==> config.mk <==
export PLATFORM = sky130hd
export DESIGN_NAME = dabuf_ram
export DESIGN_NICKNAME = d
export VERILOG_FILES = /design/src/rtl/dabuf_ram.sv
export SDC_FILE = /design/constraint.sdc
export NUM_CORES = 1
export LEC_CHECK = 0
export BUFFER_PORTS_ARGS = -buffer_cell sky130_fd_sc_hd__buf_2
export CORE_MARGIN = 2
export CORE_UTILIZATION = 63
export CTS_BUF_LIST = sky130_fd_sc_hd__clkbuf_8
export CTS_CLUSTER_DIAMETER = 200
export DETAILED_ROUTE_END_ITERATION = 6
export GPL_ROUTABILITY_DRIVEN = 0
export GPL_TIMING_DRIVEN = 0
export PLACE_DENSITY_LB_ADDON = 0.2
export SETUP_SLACK_MARGIN = 0.4
export SYNTH_ARGS = -nofsm -noshare
export SYNTH_HDL_FRONTEND = slang
export SYNTH_SLANG_ARGS = --single-unit
==> constraint.sdc <==
create_clock -name clk -period 2.4 [get_ports clk]
set_input_delay 0.24 -clock clk [delete_from_list [all_inputs] [get_ports clk]]
set_output_delay 0.24 -clock clk [all_outputs]
set_load 0.05 [all_outputs]
==> src/rtl/dabuf_ram.sv <==
// ----------------------------------------------------------------------------
// dabuf_ram
// Generic single write, single read RAM with registered read data.
// ----------------------------------------------------------------------------
module dabuf_ram #(
	parameter int WIDTH = 8,
	parameter int DEPTH = 16
) (
	input  logic                     clk,
	input  logic                     wr_en,
	input  logic [$clog2(DEPTH)-1:0] wr_addr,
	input  logic [WIDTH-1:0]         wr_data,
	input  logic                     rd_en,
	input  logic [$clog2(DEPTH)-1:0] rd_addr,
	output logic [WIDTH-1:0]         rd_data
);

	logic [WIDTH-1:0] mem_q [DEPTH];

	always_ff @(posedge clk) begin
		if (wr_en) begin
			mem_q[wr_addr] <= wr_data;
		end
		if (rd_en) begin
			rd_data <= mem_q[rd_addr];
		end
	end

endmodule

==> impl_metrics.xml <==
<?xml version="1.0" encoding="UTF-8"?>
<metrics>
  <group name="final_layout">
    <metric name="nFillCells" unit="">466</metric>
    <metric name="finalNetCount" unit="">292</metric>
    <metric name="syn2layout_area_growth" unit="%">12.9</metric>
    <metric name="antenna-diode-count" unit="">0</metric>
    <metric name="share_of_layout_cells_above_drive_strength_1" unit="%">29.0</metric>
  </group>
  <group name="timing">
    <metric name="slew_viol_final" unit="">0</metric>
    <metric name="final.setup_skew" unit="ns">0.00865</metric>
    <metric name="setup-tns-final" unit="ns">0</metric>
    <metric name="hold_viol_final" unit="">0</metric>
    <metric name="setup_slack_of_the_critical_path_after_layout" unit="ns">0.549</metric>
    <metric name="timing_worst_slew_pin_value" unit="ns">1.28</metric>
    <metric name="worst_slew_margin_rel" unit="%">13.9</metric>
    <metric name="min_period" unit="ns">1.85</metric>
    <metric name="grt_setup_unrepaired" unit="">false</metric>
    <metric name="max_freq" unit="GHz">0.540</metric>
    <metric name="timing.final.crit_share" unit="%">77.1</metric>
    <metric name="report.final.setup_viol" unit="">0</metric>
  </group>
  <group name="clock_network">
    <metric name="post_cts_hold_buffer_count" unit="">0</metric>
    <metric name="tritoncts.num_buffers" unit="">17</metric>
    <metric name="cts.clk_slew.worst_paths" unit="ns">0.07</metric>
    <metric name="cts_tree" unit="">built</metric>
    <metric name="numClockSinks" unit="">136</metric>
    <metric name="clk_path_buf_depth" unit="">2</metric>
    <metric name="worstSkewPairLatency" unit="ns">0.43</metric>
    <metric name="ctsResizeCount" unit="">0</metric>
    <metric name="cts_max_level" unit="">4</metric>
    <metric name="cts_setup_buffers" unit="">0</metric>
    <metric name="clock_tree.root_cell" unit="">sky130_fd_sc_hd__clkbuf_8</metric>
  </group>
  <group name="run">
    <metric name="count_of_maximum_capacitance_violations" unit="">0</metric>
  </group>
  <group name="min_path">
    <metric name="timing.hold.worst.start" unit="">rd_en</metric>
    <metric name="min_delay_worst_endpoint" unit="">rd_data[1]</metric>
    <metric name="timing.hold.worst_path_depth" unit="">1</metric>
    <metric name="min_path_type" unit="">primary input to flop</metric>
  </group>
  <group name="critical_path">
    <metric name="worstReg2RegEnd" unit="">rd_data[0]</metric>
    <metric name="rrSetupSlack" unit="ns">0.85</metric>
    <metric name="r2r_start" unit="">mem_q[2][0]</metric>
    <metric name="cp-start-kind" unit="">primary input</metric>
    <metric name="worst-setup-path-type" unit="">primary input to flop</metric>
    <metric name="rr_worst_depth" unit="">3</metric>
    <metric name="critPathCaptureType" unit="">flop</metric>
    <metric name="worstPathArrival" unit="ns">1.89</metric>
    <metric name="worstPathMaxFanout" unit="">8</metric>
    <metric name="timing.critical_path.required" unit="ns">2.43</metric>
  </group>
  <group name="placed_design">
    <metric name="pre_cts_setup_slack" unit="ns">0.0688</metric>
    <metric name="place.port_buffers" unit="">25</metric>
    <metric name="place_hpwl" unit="um">6130</metric>
  </group>
  <group name="detailed_routing">
    <metric name="detail_route.wirelength" unit="um">9530</metric>
    <metric name="detailroute.via_count" unit="">2487</metric>
    <metric name="detailedRoute.firstIterationViolations" unit="">376</metric>
    <metric name="drtAntennaViolNets" unit="">0</metric>
    <metric name="drt_drc_violations_left" unit="">0</metric>
    <metric name="first_pass_iters" unit="">5</metric>
    <metric name="avgRoutedWirePerCell" unit="um">24.4</metric>
    <metric name="route.detailed.vias_per_inst" unit="">6.36</metric>
  </group>
  <group name="global_routing">
    <metric name="global_route.overflow_total" unit="">0</metric>
    <metric name="grt_start_max_net_pins" unit="">17</metric>
    <metric name="grt_antenna_before_repair" unit="">0</metric>
    <metric name="wire_length_of_the_first_global_routing_pass" unit="um">14200</metric>
    <metric name="grt_usage" unit="%">23.5</metric>
    <metric name="vias_in_the_first_global_route" unit="">2432</metric>
  </group>
  <group name="yosys">
    <metric name="synth_seq_cells" unit="">136</metric>
    <metric name="synth_fp_nets" unit="">248</metric>
    <metric name="synth-warning-count" unit="">0</metric>
    <metric name="syn_inst" unit="">229</metric>
    <metric name="synthesis.area" unit="mm2">0.00523</metric>
    <metric name="syn_avg_cell_area" unit="um2">22.8</metric>
    <metric name="synthDistinctLibCells" unit="">18</metric>
    <metric name="synth.yosys.seq_area_share" unit="%">78.1</metric>
  </group>
  <group name="floorplanning">
    <metric name="top_level_ports" unit="">27</metric>
    <metric name="rows" unit="">33</metric>
    <metric name="chipHeight" unit="um">95.1</metric>
    <metric name="dieWidth" unit="um">95.1</metric>
    <metric name="placeableCoreArea" unit="mm2">0.00813</metric>
    <metric name="initial_core_util" unit="%">64.3</metric>
    <metric name="floorplan.die_area" unit="mm2">0.00904</metric>
  </group>
  <group name="power_and_ir_drop">
    <metric name="power.leakage" unit="nW">1.97</metric>
    <metric name="vdd_drop_max" unit="mV">0.470</metric>
    <metric name="power-per-cell-area" unit="mW/mm2">832</metric>
  </group>
  <group name="status">
    <metric name="status" unit="">completed</metric>
  </group>
</metrics>
[registers in the layout, summed over array words and instances, names as in the netlist]
| name | cells |
|---|---|
| mem_q | 128 |
| rd_data | 8 |
[layer usage]
layer	vias to the layer above	global-route usage (%)	wire (um)
met5	-	0	0
met4	0	9.66	102
met3	10	5.45	730
met2	124	35.5	4790
met1	1287	34.0	3910
li1	1066	-	-
[final cells by class]
class,count,area [um2],share of cell area (%)
flip-flops and latches,136,4080,69.2
multi-input cells,83,1060,17.9
clock buffers,17,234,3.96
clock inverters,15,186,3.16
well taps,105,131,2.23
repair buffers,25,125,2.12
plain buffers,10,86.3,1.46
[power by group]
group	leakage [nW]	switching (mW)	total [mW]	internal (mW)
Combinational	0.518	0.184	0.287	0.103
Sequential	1.24	0.0122	2.69	2.67
Clock	0.211	0.822	1.94	1.12
[stage by stage]
stage | utilization, % | total power [mW] | hold slack (ns) | instances | instance area, um2
after floorplan | - | 2.91 | 0.339 | 229 | 5230
after global placement | 67.4 | 3.01 | 0.580 | 359 | 5480
after detailed placement | 67.4 | 3.03 | 0.593 | 359 | 5480
after CTS | 72.6 | 4.93 | 0.143 | 391 | 5900
after global routing | 72.6 | 5.03 | 0.146 | 391 | 5900
final | 72.6 | 4.91 | 0.159 | 391 | 5900
[critical path: stages]
cell and delay (ns):
sky130_fd_sc_hd__buf_2 0.12, sky130_fd_sc_hd__or3b_2 0.53, sky130_fd_sc_hd__nor3_1 0.99
[cell usage after synthesis (all sizes together)]
cell type,count,area (um2)
nor2,13,48.8
nand2,9,33.8
mux4,32,773
or3b,1,8.76
and2b,1,7.51
and2,1,6.26
clkdlybuf4s25,3,30.0
buf,7,56.3
nand2b,2,12.5
nor3,4,20.0
nand3b,2,15.0
nand3,1,5.00
edfxtp,136,4080
a22oi,16,120
nor2b,1,6.26
[placed cells by master, fill, tap and decap left out, types with 2 or more instances in the layout]
cell / count
sky130_fd_sc_hd__edfxtp_1: 136
sky130_fd_sc_hd__buf_2: 28
sky130_fd_sc_hd__mux4_2: 18
sky130_fd_sc_hd__clkbuf_8: 17
sky130_fd_sc_hd__a22oi_1: 16
sky130_fd_sc_hd__mux4_1: 14
sky130_fd_sc_hd__nor2_1: 13
sky130_fd_sc_hd__nand2_1: 9
sky130_fd_sc_hd__nor3_1: 4
sky130_fd_sc_hd__bufinv_16: 4
sky130_fd_sc_hd__buf_6: 3
sky130_fd_sc_hd__clkdlybuf4s25_2: 3
sky130_fd_sc_hd__clkinv_2: 3
sky130_fd_sc_hd__clkinvlp_4: 3
sky130_fd_sc_hd__nand3b_1: 2
sky130_fd_sc_hd__nand2b_1: 2
sky130_fd_sc_hd__clkinv_4: 2
sky130_fd_sc_hd__inv_1: 2
[worst max-delay path by stage]
stage                    start     endpoint  slack (ns)  cells past startpoint
floorplan           wr_addr[2]  mem_q[0][0]        0.67                      2
global placement    wr_addr[2]  mem_q[0][2]        0.11                      3
detailed placement  wr_addr[2]  mem_q[0][2]        0.07                      3
CTS                 wr_addr[2]  mem_q[0][0]        0.52                      3
global route        wr_addr[2]  mem_q[0][0]        0.45                      3
finish              wr_addr[2]  mem_q[0][0]        0.55                      3
[cell families (layout without fill, tap and decap cells)]
family | count (synthesis) | count (layout) | share of synthesized area [%]
buf+inv | 10 | 67 | 1.65
mux | 32 | 32 | 14.8
flops | 136 | 136 | 78.1
compound gates | 16 | 16 | 2.30
simple gates | 35 | 35 | 3.14
Power figures use the tool's default switching activity.
