**src/rtl/dabuf_pkg.sv**
```systemverilog
// ----------------------------------------------------------------------------
// dabuf_pkg
// Shared constants and types of the deadline aware aggregation buffer.
// ----------------------------------------------------------------------------
package dabuf_pkg;

	localparam int GATEWAYS    = 4;
	localparam int QUEUE_DEPTH = 32;
	localparam int GW_W        = 2;
	localparam int HANDLE_W    = 16;
	localparam int TIME_W      = 32;
	localparam int RATE_W      = 8;
	localparam int THR_W       = 6;
	localparam int IDX_W       = $clog2(QUEUE_DEPTH);
	localparam int FILL_W      = $clog2(QUEUE_DEPTH + 1);
	localparam int ENTRY_W     = HANDLE_W + TIME_W;
	localparam int ADDR_W      = GW_W + IDX_W;
	localparam int MEM_DEPTH   = 2 ** ADDR_W;
	localparam int USEC_W      = 20;
	localparam logic [USEC_W-1:0] USEC_PER_SEC = 20'd1000000;

	localparam logic [1:0] REG_RATE      = 2'd0;
	localparam logic [1:0] REG_THRESHOLD = 2'd1;
	localparam logic [1:0] REG_CUTOFF    = 2'd2;
	localparam logic [1:0] REG_FLUSH_ALL = 2'd3;

	localparam logic [RATE_W-1:0] RATE_RST      = 8'd2;
	localparam logic [THR_W-1:0]  THRESHOLD_RST = 6'd16;
	localparam logic [TIME_W-1:0] CUTOFF_RST    = 32'd48500000;
	localparam logic [TIME_W-1:0] FLUSH_ALL_RST = 32'd18900000;

	typedef struct packed {
		logic              done;
		logic [FILL_W-1:0] quot;
	} div_res_t;

endpackage

```
**src/rtl/dabuf_div.sv**
```systemverilog
// ----------------------------------------------------------------------------
// dabuf_div
// Iterative restoring divider, one quotient bit per cycle, fill by rate.
// ----------------------------------------------------------------------------
module dabuf_div (
	input  logic                          clk,
	input  logic                          arst_n,
	input  logic                          start,
	input  logic [dabuf_pkg::FILL_W-1:0]  dividend,
	input  logic [dabuf_pkg::RATE_W-1:0]  divisor,
	output dabuf_pkg::div_res_t           res
);

	logic                         busy_q;
	logic [dabuf_pkg::FILL_W-1:0] cnt_q;
	logic [dabuf_pkg::FILL_W-1:0] dvd_q;
	logic [dabuf_pkg::RATE_W-1:0] dvs_q;
	logic [dabuf_pkg::RATE_W-1:0] rem_q;
	logic [dabuf_pkg::RATE_W:0]   rem_sh;
	logic                         ge;

	assign rem_sh = {rem_q, dvd_q[dabuf_pkg::FILL_W-1]};
	assign ge     = rem_sh >= {1'b0, dvs_q};

	always_ff @(posedge clk or negedge arst_n) begin
		if (!arst_n) begin
			busy_q <= 1'b0;
			cnt_q  <= '0;
		end else if (start) begin
			busy_q <= 1'b1;
			cnt_q  <= dabuf_pkg::FILL_W[dabuf_pkg::FILL_W-1:0];
		end else if (busy_q) begin
			if (cnt_q == '0) begin
				busy_q <= 1'b0;
			end else begin
				cnt_q <= cnt_q - 1'b1;
			end
		end
	end

	always_ff @(posedge clk) begin
		if (start) begin
			dvd_q <= dividend;
			dvs_q <= (divisor == '0) ? dabuf_pkg::RATE_W'(1) : divisor;
			rem_q <= '0;
		end else if (busy_q && cnt_q != '0) begin
			rem_q <= ge ? dabuf_pkg::RATE_W'(rem_sh - {1'b0, dvs_q})
				: rem_sh[dabuf_pkg::RATE_W-1:0];
			dvd_q <= {dvd_q[dabuf_pkg::FILL_W-2:0], ge};
		end
	end

	assign res.done = busy_q && cnt_q == '0;
	assign res.quot = dvd_q;

endmodule

```
**config.mk**
```make
export PLATFORM = sky130hd
export DESIGN_NAME = dabuf_div
export DESIGN_NICKNAME = d
export VERILOG_FILES = /design/src/rtl/dabuf_pkg.sv /design/src/rtl/dabuf_div.sv
export SDC_FILE = /design/constraint.sdc
export NUM_CORES = 1
export LEC_CHECK = 0
export BUFFER_PORTS_ARGS = -buffer_cell sky130_fd_sc_hd__buf_2
export CAP_MARGIN = 20
export CORE_ASPECT_RATIO = 0.9
export CORE_MARGIN = 2
export CORE_UTILIZATION = 45
export CTS_BUF_LIST = sky130_fd_sc_hd__clkbuf_2
export CTS_CLUSTER_DIAMETER = 200
export DETAILED_ROUTE_END_ITERATION = 12
export PLACE_DENSITY = 0.65
export SYNTH_ARGS = -nofsm -noshare
export SYNTH_HDL_FRONTEND = slang
export SYNTH_SLANG_ARGS = --single-unit
```
**constraint.sdc**
```tcl
create_clock -name clk -period 5 [get_ports clk]
set_input_delay 0.25 -clock clk [delete_from_list [all_inputs] [get_ports clk]]
set_output_delay 0.25 -clock clk [all_outputs]
set_load 0.02 [all_outputs]
```
==> summary.md <==
| Metric | Value |
|---|---|
| Met2 usage | 26.2% |
| IR drop worst, VDD | 0.231 mV |
| Residual DRC count | 0 |
| Area growth syn-to-layout | 10.5% |
| Syn Inst Count | 165 |
| Gr ovfl total | 0 |
| Clock-pin slew on the worst setup and hold paths | 0.15 ns |
| Yosys Warn Count | 0 |
| CP Data Required Time | 5.26 ns |
| Hold Startpoint | divisor[3] |
| Crit path DAT | 2.77 ns |
| Fin cells | 232 |
| CP Capture Type | flop |
| Worst setup path end | rem_q[2] |
| Pwr dens | 467 nW/um^2 |
| FILL cells | 349 |
| Worst r2r src | dvs_q[4] |
| Multi-input logic area | 831 um^2 |
| Global Route Usage Sum | 17.5% |
| M3 GR Usage | 5.62% |
| Routed WL per cell | 14.0 um |
| Maximum root-to-sink buffer count | 2 |
| CTS H-tree lvls | 2 |
| Largest net degree at the start of global routing | 32 |
| Post-synth EDFFs | 14 |
| RSZ-0062 raised after global routing | no |
| Setup_tns | 0 ns |
| Max-slew headroom | 39.8% |
| Crit path buffers/inverters | 1 |
| Async S/R FF share, synth | 24.1% |
| Syn_nets | 193 |
| CP startpoint kind | flop |
| CP Cell Sequence | inv_1 > ha_1 > a21oi_1 > o22ai_1 > a2111oi_4 > mux2i_1 > a211oi_1 |
| R2r setup slk | 2.49 ns |
| Hpwl dp | 2.40 mm |
| CTS buffer count | 5 |
| DR iter-0 viols | 32 |
| Worst skew pair latency | 0.35 ns |
| DRT Pass-1 Iters | 4 |
| Fmax | 399 MHz |
| Dpl cells | 222 |
| Main synth FF type | edfxtp_1 |
| PortBufs | 23 |
| Final worst-path cycle share | 50.1% |
| Min Tclk post-route | 2.51 ns |
| Layout Skew | 0.0159 ns |
| Worst Hold Class | input port to flop |
| Placer congestion estimate | 0.814 |
| Worst-margin pin slew | 0.903 ns |
| Via count | 1267 |
| Share of cells above drive strength 1 | 23.7% |
| CORE AREA | 3680 um^2 |
| Sequential-to-total area share from yosys stat | 44.6% |
| FP Rows | 21 |
| WL final | 3.25 mm |
| Die Height | 62.2 um |
| Mux contribution to synthesized area | 7.45% |
| Vias in the first global route | 1223 |
| Die Wd | 68.7 um |
| Die ar. | 4280 um^2 |
| CTS sink cnt | 29 |
| Synth Area per Inst | 10.3 um^2 |
| Synth Area in Compound Gates | 15.5% |
| # nets final | 213 |
| Reg2Reg Depth | 7 |
| XOR/XNOR share of the synthesized area | 3.62% |
| Final setup viols | 0 |
| Busiest layer in global routing | met2 |
| Pre-CTS WS | 2.52 ns |
| CTS tree | done |
| Status | completed |
| Post-synthesis adder-cell area fraction | 8.56% |
| Via density | 5.46 |
| Initial core utilization | 46.1% |
| Root buffer cell | clkbuf_2 |
| CP max stage cell | a2111oi_4 |
| IO Pins | 24 |
| Final Util | 50.9% |
| Max Transition Viols Final | 0 |
| Max Cap Violations | 0 |
| First-pass GRT wire length | 5.69 mm |
| Post-DRT Antenna Nets | 0 |
| Critical path launch point | dvs_q[4] |
| Max FO, Critical Path | 13 |
| Synth Register Bits | 29 |
| Stages on the worst setup path | 7 |
| Final worst slack | 2.49 ns |
| Final hold vios | 0 |
| Top delay family on crit path | compound AO/OA/AOI/OAI gates |
| Lkg Pwr | 0.000870 uW |
| Antenna diode count | 0 |
| Antenna violations before repair | 0 |
| Cell variety after synth | 45 |
| Synth Area in Simple Gates | 13.9% |
| Largest family of logic cells by synthesized area | compound AO/OA/AOI/OAI gates |
| Worst reg2reg endpoint | rem_q[2] |
| Worst Path Class, Setup | flop to flop |
| Grt met1 use | 23.9% |
| Mapped cell area | 1700 um^2 |
| Storage cell area | 756 um^2 |
| Slowest stage delay, CP | 0.85 ns |
## worst reg2reg max path: stages (launching register included)
cell and delay [ns]:
edfxtp_1 0.35, inv_1 0.04, ha_1 0.36, a21oi_1 0.24, o22ai_1 0.16, a2111oi_4 0.85, mux2i_1 0.18, a211oi_1 0.25
## Yosys cell counts (2+ instances only)
cell	count	area share (%)
and2b_2	2	1.0
edfxtp_1	14	25
nor2_1	15	3.3
a211o_1	2	1.0
a21oi_1	7	2.1
nor4_1	4	1.5
mux2_2	5	3.3
o21ai_0	2	0.59
a311oi_1	3	1.6
dfxtp_1	8	9.4
clkbuf_1	11	2.4
a21o_1	2	0.89
a31o_1	2	1.0
ha_1	10	7.4
mux2i_1	7	4.1
nand3_1	2	0.59
nand2_1	5	1.1
dfrtp_1	7	10
xnor2_1	4	2.1
a211oi_1	4	1.8
nand2b_1	2	0.74
nor3_1	7	2.1
inv_1	15	3.3
xor2_1	3	1.6
a31oi_1	2	0.74
## kinds of logic after synthesis
| family | after synthesis |
|---|---|
| AOI/OAI and AO/OA | 34 |
| and+or+nand+nor | 45 |
| muxes | 12 |
| xor gates and xnor gates | 7 |
| buffers and inverters | 27 |
| DFF | 29 |
| adders and majority gates | 11 |
## sequential cells by signal, summed over array words and instances (netlist names)
register	cells
busy_q	1
dvd_q	6
cnt_q	6
dvs_q	8
rem_q	8
## repair_timing
action,in CTS,in global routing
hold endpoints to repair,7,0
hold buffers,1,0
endpoints found under the setup margin,0,0
resized for setup,0,0
buffers inserted,0,0
## cell usage in the layout (no fill, tap or decap), types with 7 or more instances in the layout
cell type,n
nor2_1,15
clkbuf_2,7
nor3_1,7
edfxtp_1,14
ha_1,10
buf_2,23
inv_1,15
dfxtp_1,8
dfrtp_1,7
a21oi_1,7
mux2i_1,7
## worst min path at each step
stage               end  cells after the start  slack (ns)
5_1_grt        dvs_q[2]                      1        0.03
6_report       dvs_q[3]                      1        0.08
4_1_cts        dvs_q[2]                      1        0.05
3_5_place_dp   cnt_q[3]                      1        0.09
2_1_floorplan    busy_q                      0       -0.05
3_3_place_gp   cnt_q[0]                      1        0.09
## metrics by stage
| stage | instance area (um^2) | hold WS, ns | power, uW |
|---|---|---|---|
| detailed placement | 1820 | 0.0926 | 757 |
| global placement | 1820 | 0.0890 | 740 |
| CTS | 1870 | 0.0475 | 879 |
| floorplan | 1700 | -0.0456 | 677 |
| finish | 1870 | 0.0779 | 875 |
| global route | 1870 | 0.0341 | 951 |
## per-layer routing
layer | vias up | part of all wire, %
met5 | - | 0
met4 | 0 | 1.1
met3 | 4 | 4.7
met2 | 31 | 49
met1 | 599 | 45
li1 | 633 | -
## area by class of cell
class / count / share of cell area, %
clock buffers: 7 / 1.87
clock inverters: 1 / 0.267
inverters: 15 / 3.01
multi-input cells: 109 / 44.4
flip-flops and latches: 29 / 40.3
well taps: 46 / 3.07
repair buffers: 25 / 7.08
## where the power goes
| part | switching (uW) | internal (uW) | leakage, uW |
|---|---|---|---|
| Sequential | 42.3 | 309 | 0.000292 |
| Combinational | 227 | 178 | 0.000545 |
| Clock | 79.4 | 38.2 | 0.0000330 |
(Power assumes the default switching activity.)
